[config.mk]
export PLATFORM = sky130hd
export DESIGN_NAME = prefix_expression_stack_evaluator_core
export DESIGN_NICKNAME = d
export VERILOG_FILES = /design/src/rtl/pese_pkg.sv /design/src/rtl/pese_ram.sv /design/src/rtl/prefix_expression_stack_evaluator_core.sv
export SDC_FILE = /design/constraint.sdc
export NUM_CORES = 1
export LEC_CHECK = 0
export ABC_AREA = 1
export BUFFER_PORTS_ARGS = -buffer_cell sky130_fd_sc_hd__buf_2
export CAP_MARGIN = 5
export CELL_PAD_IN_SITES_DETAIL_PLACEMENT = 1
export CELL_PAD_IN_SITES_GLOBAL_PLACEMENT = 2
export CORE_UTILIZATION = 41
export DETAILED_ROUTE_END_ITERATION = 12
export GPL_ROUTABILITY_DRIVEN = 0
export PLACE_DENSITY_LB_ADDON = 0.1
export SYNTH_ARGS = -nofsm -noshare
export SYNTH_HDL_FRONTEND = slang
export SYNTH_SLANG_ARGS = --single-unit
export TNS_END_PERCENT = 20
[constraint.sdc]
create_clock -name i_clk -period 5.6 [get_ports i_clk]
set_clock_uncertainty 0.2 [all_clocks]
set_input_delay 0.28 -clock i_clk [delete_from_list [all_inputs] [get_ports i_clk]]
set_output_delay 0.28 -clock i_clk [all_outputs]
set_load 0.02 [all_outputs]
[src/rtl/pese_pkg.sv]
// shared types and constants for the prefix expression stack evaluator
// no dependencies; imported by the core top level (pese_ram does not use it)
package pese_pkg;

    localparam int DATA_W           = 32;
    localparam int CNT_W            = $clog2(DATA_W);
    localparam int PESE_STACK_DEPTH = 16;

    typedef enum logic [1:0] {
        OP_ADD = 2'd0,
        OP_SUB = 2'd1,
        OP_MUL = 2'd2,
        OP_DIV = 2'd3
    } t_opcode;

    typedef enum logic [2:0] {
        ST_OK        = 3'd0,
        ST_UNDERFLOW = 3'd1,
        ST_DIVZERO   = 3'd2,
        ST_OVERFLOW  = 3'd3,
        ST_LEFTOVER  = 3'd4
    } t_status;

    typedef struct packed {
        logic       is_operator;
        logic [3:0] digit_value;
        logic [1:0] opcode;
        logic       end_of_expression;
    } t_in_item;

    typedef struct packed {
        logic signed [DATA_W-1:0] result_value;
        logic [2:0]               status;
    } t_out_item;

endpackage

[src/rtl/pese_ram.sv]
// generic single-write, single-read RAM with registered read data
// no dependencies
module pese_ram #(
    parameter int WIDTH = 32,
    parameter int DEPTH = 16
) (
    input  logic                     i_clk,
    input  logic                     i_we,
    input  logic [$clog2(DEPTH)-1:0] i_waddr,
    input  logic [WIDTH-1:0]         i_wdata,
    input  logic                     i_re,
    input  logic [$clog2(DEPTH)-1:0] i_raddr,
    output logic [WIDTH-1:0]         o_rdata
);

    logic [WIDTH-1:0] r_mem [DEPTH];
    logic [WIDTH-1:0] r_rdata;

    always_ff @(posedge i_clk) begin
        if (i_we) begin
            r_mem[i_waddr] <= i_wdata;
        end
        if (i_re) begin
            r_rdata <= r_mem[i_raddr];
        end
    end

    assign o_rdata = r_rdata;

endmodule

[src/rtl/prefix_expression_stack_evaluator_core.sv]
// prefix expression evaluator: symbols arrive last symbol first, one transfer each.
// digits push onto an operand stack in RAM; operators run through a serial datapath
// that handles one bit (add/subtract) or one multiplier/quotient bit per cycle.
// the input channel takes a symbol only while the core is idle; a digit is pushed
// as it is taken and the core stays idle, while an operator runs two stack reads,
// a setup step, 32 serial steps and a write-back before the core is idle again.
// on a symbol flagged end_of_expression the top of stack is read (S_RD_FIN) and then,
// in S_EMIT, goes with a status to the output register; the stack and error are cleared.
// the output register holds a result while i_out_stall is high; the core keeps
// accepting symbols meanwhile and only waits if a second result is ready first.
// reset clears stack depth, sticky error and the output valid; the stack RAM
// needs no clearing since only entries below the depth are read.
// uses pese_pkg and pese_ram
module prefix_expression_stack_evaluator_core #(
    parameter int STACK_DEPTH = pese_pkg::PESE_STACK_DEPTH
) (
    input  logic                i_clk,
    input  logic                i_rst_n,
    input  logic                i_in_valid,
    output logic                o_in_stall,
    input  pese_pkg::t_in_item  i_in_item,
    output logic                o_out_valid,
    input  logic                i_out_stall,
    output pese_pkg::t_out_item o_out_item
);

    import pese_pkg::*;

    localparam int AW = $clog2(STACK_DEPTH);
    localparam int DW = $clog2(STACK_DEPTH + 1);

    typedef enum logic [7:0] {
        S_IDLE   = 8'b0000_0001,
        S_RD1    = 8'b0000_0010,
        S_RD2    = 8'b0000_0100,
        S_PREP   = 8'b0000_1000,
        S_EXEC   = 8'b0001_0000,
        S_POST   = 8'b0010_0000,
        S_RD_FIN = 8'b0100_0000,
        S_EMIT   = 8'b1000_0000
    } t_state;

    t_state              r_state, n_state;
    logic [DW-1:0]       r_depth, n_depth;
    t_status             r_err, n_err;
    t_opcode             r_op, n_op;
    logic                r_last, n_last;
    logic [DATA_W-1:0]   r_a, n_a;
    logic [DATA_W-1:0]   r_b, n_b;
    logic [DATA_W-1:0]   r_acc, n_acc;
    logic                r_carry, n_carry;
    logic                r_neg, n_neg;
    logic                r_dz, n_dz;
    logic [CNT_W-1:0]    r_cnt, n_cnt;
    logic                r_out_valid, n_out_valid;
    t_out_item           r_out_item, n_out_item;

    logic                w_accept;
    logic                w_we, w_re;
    logic [AW-1:0]       w_waddr, w_raddr;
    logic [DATA_W-1:0]   w_wdata, w_rdata;
    logic [DW-1:0]       w_depth_m1, w_depth_m2;
    logic                w_sum_bit, w_b_bit;
    logic [DATA_W:0]     w_trial, w_diff;
    logic [DATA_W-1:0]   w_result;
    logic                w_emit;

    pese_ram #(
        .WIDTH (DATA_W),
        .DEPTH (STACK_DEPTH)
    ) u_stack (
        .i_clk   (i_clk),
        .i_we    (w_we),
        .i_waddr (w_waddr),
        .i_wdata (w_wdata),
        .i_re    (w_re),
        .i_raddr (w_raddr),
        .o_rdata (w_rdata)
    );

    assign o_in_stall  = (r_state != S_IDLE);
    assign w_accept    = i_in_valid && (r_state == S_IDLE);
    assign w_depth_m1  = r_depth - DW'(1);
    assign w_depth_m2  = r_depth - DW'(2);
    assign w_emit      = (r_state == S_EMIT) && (!r_out_valid || !i_out_stall);

    // bit-serial add/subtract step
    assign w_b_bit   = r_b[0] ^ (r_op == OP_SUB);
    assign w_sum_bit = r_a[0] ^ w_b_bit ^ r_carry;

    // restoring division step: remainder in r_acc, dividend/quotient in r_a
    assign w_trial = {r_acc, r_a[DATA_W-1]};
    assign w_diff  = w_trial - {1'b0, r_b};

    always_comb begin
        if (r_op == OP_DIV) begin
            if (r_dz) begin
                w_result = '0;
            end else if (r_neg) begin
                w_result = DATA_W'(0) - r_a;
            end else begin
                w_result = r_a;
            end
        end else begin
            w_result = r_acc;
        end
    end

    // stack RAM ports
    always_comb begin
        w_we    = 1'b0;
        w_waddr = r_depth[AW-1:0];
        w_wdata = DATA_W'(i_in_item.digit_value);
        w_re    = 1'b0;
        w_raddr = w_depth_m1[AW-1:0];
        if (w_accept && !i_in_item.is_operator && (r_depth < DW'(STACK_DEPTH))) begin
            w_we = 1'b1;
        end
        if (r_state == S_POST) begin
            w_we    = 1'b1;
            w_waddr = w_depth_m2[AW-1:0];
            w_wdata = w_result;
        end
        if (r_state == S_RD1 || (r_state == S_RD_FIN && r_depth != '0)) begin
            w_re = 1'b1;
        end
        if (r_state == S_RD2) begin
            w_re    = 1'b1;
            w_raddr = w_depth_m2[AW-1:0];
        end
    end

    always_comb begin
        n_state     = r_state;
        n_depth     = r_depth;
        n_err       = r_err;
        n_op        = r_op;
        n_last      = r_last;
        n_a         = r_a;
        n_b         = r_b;
        n_acc       = r_acc;
        n_carry     = r_carry;
        n_neg       = r_neg;
        n_dz        = r_dz;
        n_cnt       = r_cnt;
        n_out_item  = r_out_item;
        n_out_valid = r_out_valid && i_out_stall;

        unique case (r_state)
            S_IDLE: begin
                if (w_accept) begin
                    n_op   = t_opcode'(i_in_item.opcode);
                    n_last = i_in_item.end_of_expression;
                    n_state = i_in_item.end_of_expression ? S_RD_FIN : S_IDLE;
                    if (!i_in_item.is_operator) begin
                        if (r_depth < DW'(STACK_DEPTH)) begin
                            n_depth = r_depth + DW'(1);
                        end else if (r_err == ST_OK) begin
                            n_err = ST_OVERFLOW;
                        end
                    end else if (r_depth < DW'(2)) begin
                        if (r_err == ST_OK) begin
                            n_err = ST_UNDERFLOW;
                        end
                    end else begin
                        n_state = S_RD1;
                    end
                end
            end
            S_RD1: begin
                n_state = S_RD2;
            end
            S_RD2: begin
                n_a     = w_rdata;
                n_state = S_PREP;
            end
            S_PREP: begin
                // read data now holds the second operand
                n_acc   = '0;
                n_cnt   = '0;
                n_carry = (r_op == OP_SUB);
                n_b     = w_rdata;
                n_dz    = (w_rdata == '0);
                n_neg   = r_a[DATA_W-1] ^ w_rdata[DATA_W-1];
                if (r_op == OP_DIV) begin
                    if (r_a[DATA_W-1]) begin
                        n_a = DATA_W'(0) - r_a;
                    end
                    if (w_rdata[DATA_W-1]) begin
                        n_b = DATA_W'(0) - w_rdata;
                    end
                end
                n_state = S_EXEC;
            end
            S_EXEC: begin
                case (r_op)
                    OP_MUL: begin
                        if (r_b[0]) begin
                            n_acc = r_acc + r_a;
                        end
                        n_a = {r_a[DATA_W-2:0], 1'b0};
                        n_b = {1'b0, r_b[DATA_W-1:1]};
                    end
                    OP_DIV: begin
                        if (!w_diff[DATA_W]) begin
                            n_acc = w_diff[DATA_W-1:0];
                            n_a   = {r_a[DATA_W-2:0], 1'b1};
                        end else begin
                            n_acc = w_trial[DATA_W-1:0];
                            n_a   = {r_a[DATA_W-2:0], 1'b0};
                        end
                    end
                    default: begin
                        n_acc   = {w_sum_bit, r_acc[DATA_W-1:1]};
                        n_carry = (r_a[0] & w_b_bit) | (r_carry & (r_a[0] ^ w_b_bit));
                        n_a     = {1'b0, r_a[DATA_W-1:1]};
                        n_b     = {1'b0, r_b[DATA_W-1:1]};
                    end
                endcase
                n_cnt = r_cnt + CNT_W'(1);
                if (r_cnt == CNT_W'(DATA_W - 1)) begin
                    n_state = S_POST;
                end
            end
            S_POST: begin
                // pop two, push one
                n_depth = w_depth_m1;
                if (r_op == OP_DIV && r_dz && r_err == ST_OK) begin
                    n_err = ST_DIVZERO;
                end
                n_state = r_last ? S_RD_FIN : S_IDLE;
            end
            S_RD_FIN: begin
                n_state = S_EMIT;
            end
            S_EMIT: begin
                if (w_emit) begin
                    n_out_valid = 1'b1;
                    n_out_item.result_value = (r_depth != '0) ? w_rdata : '0;
                    if (r_err != ST_OK) begin
                        n_out_item.status = r_err;
                    end else if (r_depth != DW'(1)) begin
                        n_out_item.status = ST_LEFTOVER;
                    end else begin
                        n_out_item.status = ST_OK;
                    end
                    n_depth = '0;
                    n_err   = ST_OK;
                    n_state = S_IDLE;
                end
            end
            default: begin
                n_state = S_IDLE;
            end
        endcase
    end

    always_ff @(posedge i_clk) begin
        if (!i_rst_n) begin
            r_state     <= S_IDLE;
            r_depth     <= '0;
            r_err       <= ST_OK;
            r_out_valid <= 1'b0;
        end else begin
            r_state     <= n_state;
            r_depth     <= n_depth;
            r_err       <= n_err;
            r_out_valid <= n_out_valid;
        end
    end

    always_ff @(posedge i_clk) begin
        r_op       <= n_op;
        r_last     <= n_last;
        r_a        <= n_a;
        r_b        <= n_b;
        r_acc      <= n_acc;
        r_carry    <= n_carry;
        r_neg      <= n_neg;
        r_dz       <= n_dz;
        r_cnt      <= n_cnt;
        r_out_item <= n_out_item;
    end

    assign o_out_valid = r_out_valid;
    assign o_out_item  = r_out_item;

endmodule
After elaboration in Yosys (flattened, before gate mapping) --
Memory sizes are Yosys's and may differ from the RTL's. A register that Yosys moved wholly into a read port is not among the register bits. Index checks and enable logic that the tools add are counted.
Word-level totals: bits of input ports 12, bits in registers 159, output and inout port bits 37, ROM bits 0, word-level logic and storage cells 147, memories kept 1, bits in latches 0, RAM bits 512
Memory list:
- u_stack.r_mem | words 16, width 32, read ports 1, clocked after memory_dff 1, wr ports 1, RTL line pese_ram.sv:16 | logic [WIDTH-1:0] r_mem [DEPTH];
Cells by class: order comparisons 2, multiply operators 0, equal/unequal tests 28, bitwise logic cells 7, mux-type cells 54, shift-type cells 0, $add $sub $neg 8, reductions and logical operators 31, div/mod/pow operators 0
Operator list (number):
- $mux 32 | 11
- $pmux 32 s2 | 4
- $pmux 32 s3 | 1
- $pmux 8 s8 | 1
- $sub 1x32->32 const A | 2
- $sub 33x32->33 | 1
- $add 32x32->32 | 1
- $logic_not 32->1 | 1
- $mux 3 | 10
- $mux 7 | 4
- $mux 8 | 3
- $mux 5 | 4
- $ne 2x2->1 const B | 8
- $pmux 5 s3 | 1
- $reduce_and 2->1 | 6
- $add 5x1->5 const B | 2
- $mux 1 | 10
- $pmux 5 s2 | 1
- $pmux 3 s3 | 1
- $reduce_bool 3->1 | 3
- $eq 8x1->1 const B | 1
- $eq 8x2->1 const B | 1
- $eq 8x3->1 const B | 1
- $eq 8x4->1 const B | 1
- other kinds (31) | 51

Longest topological paths before layout --
depth after elaboration 8, mapped depth 20, depth with buffers taken out 19

By module --
Synthesis repeated with hierarchy kept, for this count alone.
Second synthesis, totals: cell total of the unflattened synthesis 4419, area total of the unflattened synthesis 38129.1 sq um
By module, submodules not included:
- pese_ram | sequential area each 16335.7 sq um, area each 23050.9 sq um, times used 1, cells an instance 2120
- prefix_expression_stack_evaluator_core | sequential area each 4584.4 sq um, area each 15078.2 sq um, times used 1, cells an instance 2299

Least setup slack after synthesis --
Ideal clock, no wire load.
path kind reg2reg, start point reg r_state[3], end point mem u_stack.r_mem[11][0], enable pin, stages on the path, launching flop included 12, path slack 1123 ps, buffers on the path 0, clock period less this slack 4477 ps, arrival 3856 ps, setup time 421 ps, data required time 4979 ps, path through dfxtp_1 > inv_1 > nand2_1 > nor2_2 > nand4_2 > nor2_2 > o22ai_2 > inv_2 > nand2_1 > inv_2 > nand3_1 > nor2_1
Between the ends: word-level cells in the longest chain between the ends 8, elaborated cells between the ends (all ways) 10, those cells by class eq/ne (2); mux (5); reduce/logical (3)
Ends and longest elaborated chain:
- from (decl) | RTL line prefix_expression_stack_evaluator_core.sv:43 | t_state r_state, n_state;
- from (signal assigned) | RTL line prefix_expression_stack_evaluator_core.sv:265 | r_state <= n_state;
- $eq 8x1->1 | RTL line prefix_expression_stack_evaluator_core.sv:82 | assign w_accept = i_in_valid && (r_state == S_IDLE);
- $logic_and 1x1->1 | RTL line prefix_expression_stack_evaluator_core.sv:82
- $logic_and 1x1->1 (2 in a row) | RTL line prefix_expression_stack_evaluator_core.sv:116 | if (w_accept && !i_in_item.is_operator && (r_depth < DW'(STACK_DEPTH))) begin
- $mux 1 | RTL line prefix_expression_stack_evaluator_core.sv:116
- $mux 1 | RTL line prefix_expression_stack_evaluator_core.sv:119 | if (r_state == S_POST) begin
- $mux 1 | RTL line pese_ram.sv:20 | if (i_we) begin
- $mux 1 (not written as such) | RTL line pese_ram.sv:21 | r_mem[i_waddr] <= i_wdata;
- to (decl) | RTL line pese_ram.sv:16
Parallel ways exist; a longest one is shown, timed or not.

Worst setup path after layout --
start point reg r_state[3], end point mem u_stack.r_mem[5][24], enable pin
Same word-level chain as after synthesis.

==> run summary <==
Status = completed
Largest net degree at the start of global routing = 173
Worst hold slack = 0.0571 ns
Area of the multi-input gates = 0.0127 mm^2
HPWL Detailed = 90,100 um
Seq/Total Area, Yosys = 57.4%
CTS clk-pin slew, worst paths = 0.06 ns
Initial DRC count = 2,249
EDFF count, synth = 686
Cells after synthesis = 3,884
Root buffer cell = clkbuf_16
P_leak = 17.2 nW
Vias in the first global route = 30,400
Core Region = 0.0882 mm^2
Layout cells sized above 1 = 8.38%
Rows = 109
WL/cell = 25.1 um
# port buffers = 48
Post-DP Area = 0.0382 mm^2
Fin nets = 4,025
Die ar. = 0.0902 mm^2
Layout Cells excl Fill = 5,164
Worst Path Max Fanout = 37
Die Y = 300 um
Shortest period the worst path allows = 4.22 ns
Slew @ Worst Pin = 1.34 ns
Routed Antenna Nets = 0
Total chip power = 0.0169 W
GRT Max-Usage Layer = met2
Ports = 49
CP cell instances = inv_1 > nand2_1 > nor2_2 > nand4_2 > nor2_4 > buf_4 > o22ai_2 > inv_2 > nand2_1 > inv_2 > nand3_1 > nor2_4 > buf_4
Met2 usage = 49.4%
Initial antenna violation count = 1
DIE WIDTH = 300 um
Met3 Use GR = 3.23%
H-Tree Depth = 3
Final Setup Violations = 0
Final Cell Area = 0.0410 mm^2
CP Launch Type = flop
GRT overflow = 0
Slowest cell on crit path = nor2_4
Drt drc = 0
Biggest area consumer among synthesized cells = edfxtp_1
Via density per instance = 5.64
CTS Buf Count = 81
Storage cell area = 0.0209 mm^2
Syn-to-layout area delta = 12.3%
Dpl cells = 5,005
Insertion delay to the later sink of the worst-skew pair = 0.65 ns
Worst hold path type = in -> reg
Syn Std Cell Area = 0.0365 mm^2
CP Capture Type = flop
Mean Syn Cell Area = 9.39 um^2
Ys Warns = 0
Fillers = 9,944
Worst path required time = 5.74 ns
FF+latch count, synth = 702
WS Path Type = reg -> reg
Top cells by area, synth = edfxtp_1 56%, nand2_1 7.0%, inv_1 6.0%
Yosys cell types = 57
TritonCTS clock tree = built
All-Layer GR Usage = 28.8%
Final hold vios = 0
Routed via count = 29,100
Final period util = 75.4%
Met1 usage = 37.8%
Worst slew margin = 10.4%
Max-cap viol count = 0
Clock tree buffer depth = 3
Max-slew violations = 0
First-pass GRT wire length = 194,000 um
Asr flop ratio synth = 0%
CP Data Arrival Time = 4.36 ns
Mapped Nets = 3,974
Power Dens Cells = 414 mW/mm^2
Pre-antenna DRT Iters = 5
Setup TNS = 0 ns
CP peak stage delay = 0.85 ns
Post-synth top area share = 56.5%
Starting Density = 41.3%
RSZ-0062 raised after global routing = false
Sink Count = 702
VDD IR-drop max = 0.000410 V
Routed WL = 130,000 um
Maximum clock rate = 237 MHz
Top FF cell, synth = edfxtp_1
==> cells in the mapped netlist, types with 4 or more instances <==
library cell,number
edfxtp_1,686
nand2_1,684
inv_1,579
o21ai_0,434
nand3_1,319
nor2_1,259
a21oi_1,173
o21ai_1,100
o211ai_1,81
buf_2,75
ha_1,75
clkbuf_1,59
xor2_1,43
o21bai_1,37
nor3_1,32
nand4_1,26
o22ai_1,22
xnor2_1,21
dfxtp_1,16
buf_1,14
inv_2,14
a221oi_1,11
or2_2,11
nand2_2,10
o211ai_2,10
buf_4,9
nand3b_1,7
a22oi_1,6
a31oi_1,6
buf_6,6
a211oi_1,5
clkinv_1,4
o2111ai_1,4
o31ai_1,4
==> flip-flops by register name, summed over array words and instances (netlist names) <==
register / cells
r_op: 2
u_stack.r_mem: 512
u_stack.o_rdata: 32
o_out_item: 35
r_acc: 32
r_neg: 1
r_err: 2
r_state: 8
r_depth: 5
r_cnt: 5
r_last: 1
o_out_valid: 1
r_b: 32
r_a: 32
r_dz: 1
r_carry: 1
==> cells in the final DEF (no fill, tap or decap), types with 14 or more instances in the layout <==
cell	n
o21ai_1	101
nand2_1	684
inv_1	578
nand4_1	26
a21oi_1	167
nor3_1	32
edfxtp_1	686
buf_2	48
nand3_1	319
xor2_1	43
o21bai_1	37
clkbuf_16	83
inv_2	14
nor2_1	243
o21ai_0	433
o211ai_1	81
dfxtp_1	16
ha_1	75
xnor2_1	21
o22ai_1	22
buf_4	71
nor2_4	20
clkinv_1	19
clkinv_2	22
==> where the power goes <==
part | total (W) | switching, W | internal [W] | leakage [nW]
Clock | 0.00530 | 0.00221 | 0.00309 | 1.30
Sequential | 0.00644 | 0.000208 | 0.00623 | 6.88
Combinational | 0.00520 | 0.00371 | 0.00149 | 9.00
==> metrics by stage <==
step           util [%]  worst slack, ns
2_1_floorplan         -             1.12
3_3_place_gp       43.3             1.47
3_5_place_dp       43.3             1.37
4_1_cts            46.4             1.37
5_1_grt            46.4             1.19
6_report           46.4             1.38
==> cell families after synthesis <==
| logic type | Yosys count | synth area share [%] |
|---|---|---|
| flops | 702 | 57.4 |
| buf+inv | 763 | 8.34 |
| simple gates | 1367 | 15.9 |
| xor+xnor | 66 | 1.66 |
| fa+ha+maj | 78 | 2.74 |
| compound gates | 908 | 14.0 |
==> final timing paths <==
path                start              endpoint  slack, ns  cells after the start
max            r_state[3]  u_stack.r_mem[5][24]       1.38                     13
min          i_in_item[3]   u_stack.r_mem[5][0]       0.06                      4
max reg2reg    r_state[3]  u_stack.r_mem[5][24]       1.38                     13
min reg2reg      r_err[0]         o_out_item[0]       0.27                      0
==> critical path: cells and delay by family (launching register included) <==
kind / cells / cell delay (ns)
AND/OR/NAND/NOR: 7 / 2.00
buffers and inverters: 5 / 1.12
flip-flops: 1 / 0.34
AO/OA/AOI/OAI: 1 / 0.24
==> area by class of cell <==
| cell class | count | area share [%] |
|---|---|---|
| Antenna cell | 1 | 0.00611 |
| Clock buffer | 92 | 5.15 |
| Clock inverter | 54 | 1.30 |
| Inverter | 597 | 5.47 |
| Multi-Input combinational cell | 2419 | 31.0 |
| Sequential cell | 702 | 51.1 |
| Tap cell | 1165 | 3.56 |
| Timing Repair Buffer | 134 | 2.40 |
==> routing by layer <==
| layer | part of all wire [%] | vias to the layer above |
|---|---|---|
| li1 | - | 13400 |
| met1 | 43 | 14800 |
| met2 | 49 | 730 |
| met3 | 4.4 | 212 |
| met4 | 3.3 | 0 |
| met5 | 0 | - |
==> repair_timing <==
item / in CTS / in global routing
resized for setup: 0 / 0
hold endpoints to repair: 19 / 0
hold buffers: 8 / 0
buffers inserted: 0 / 0
Power figures use the tool's default switching activity.
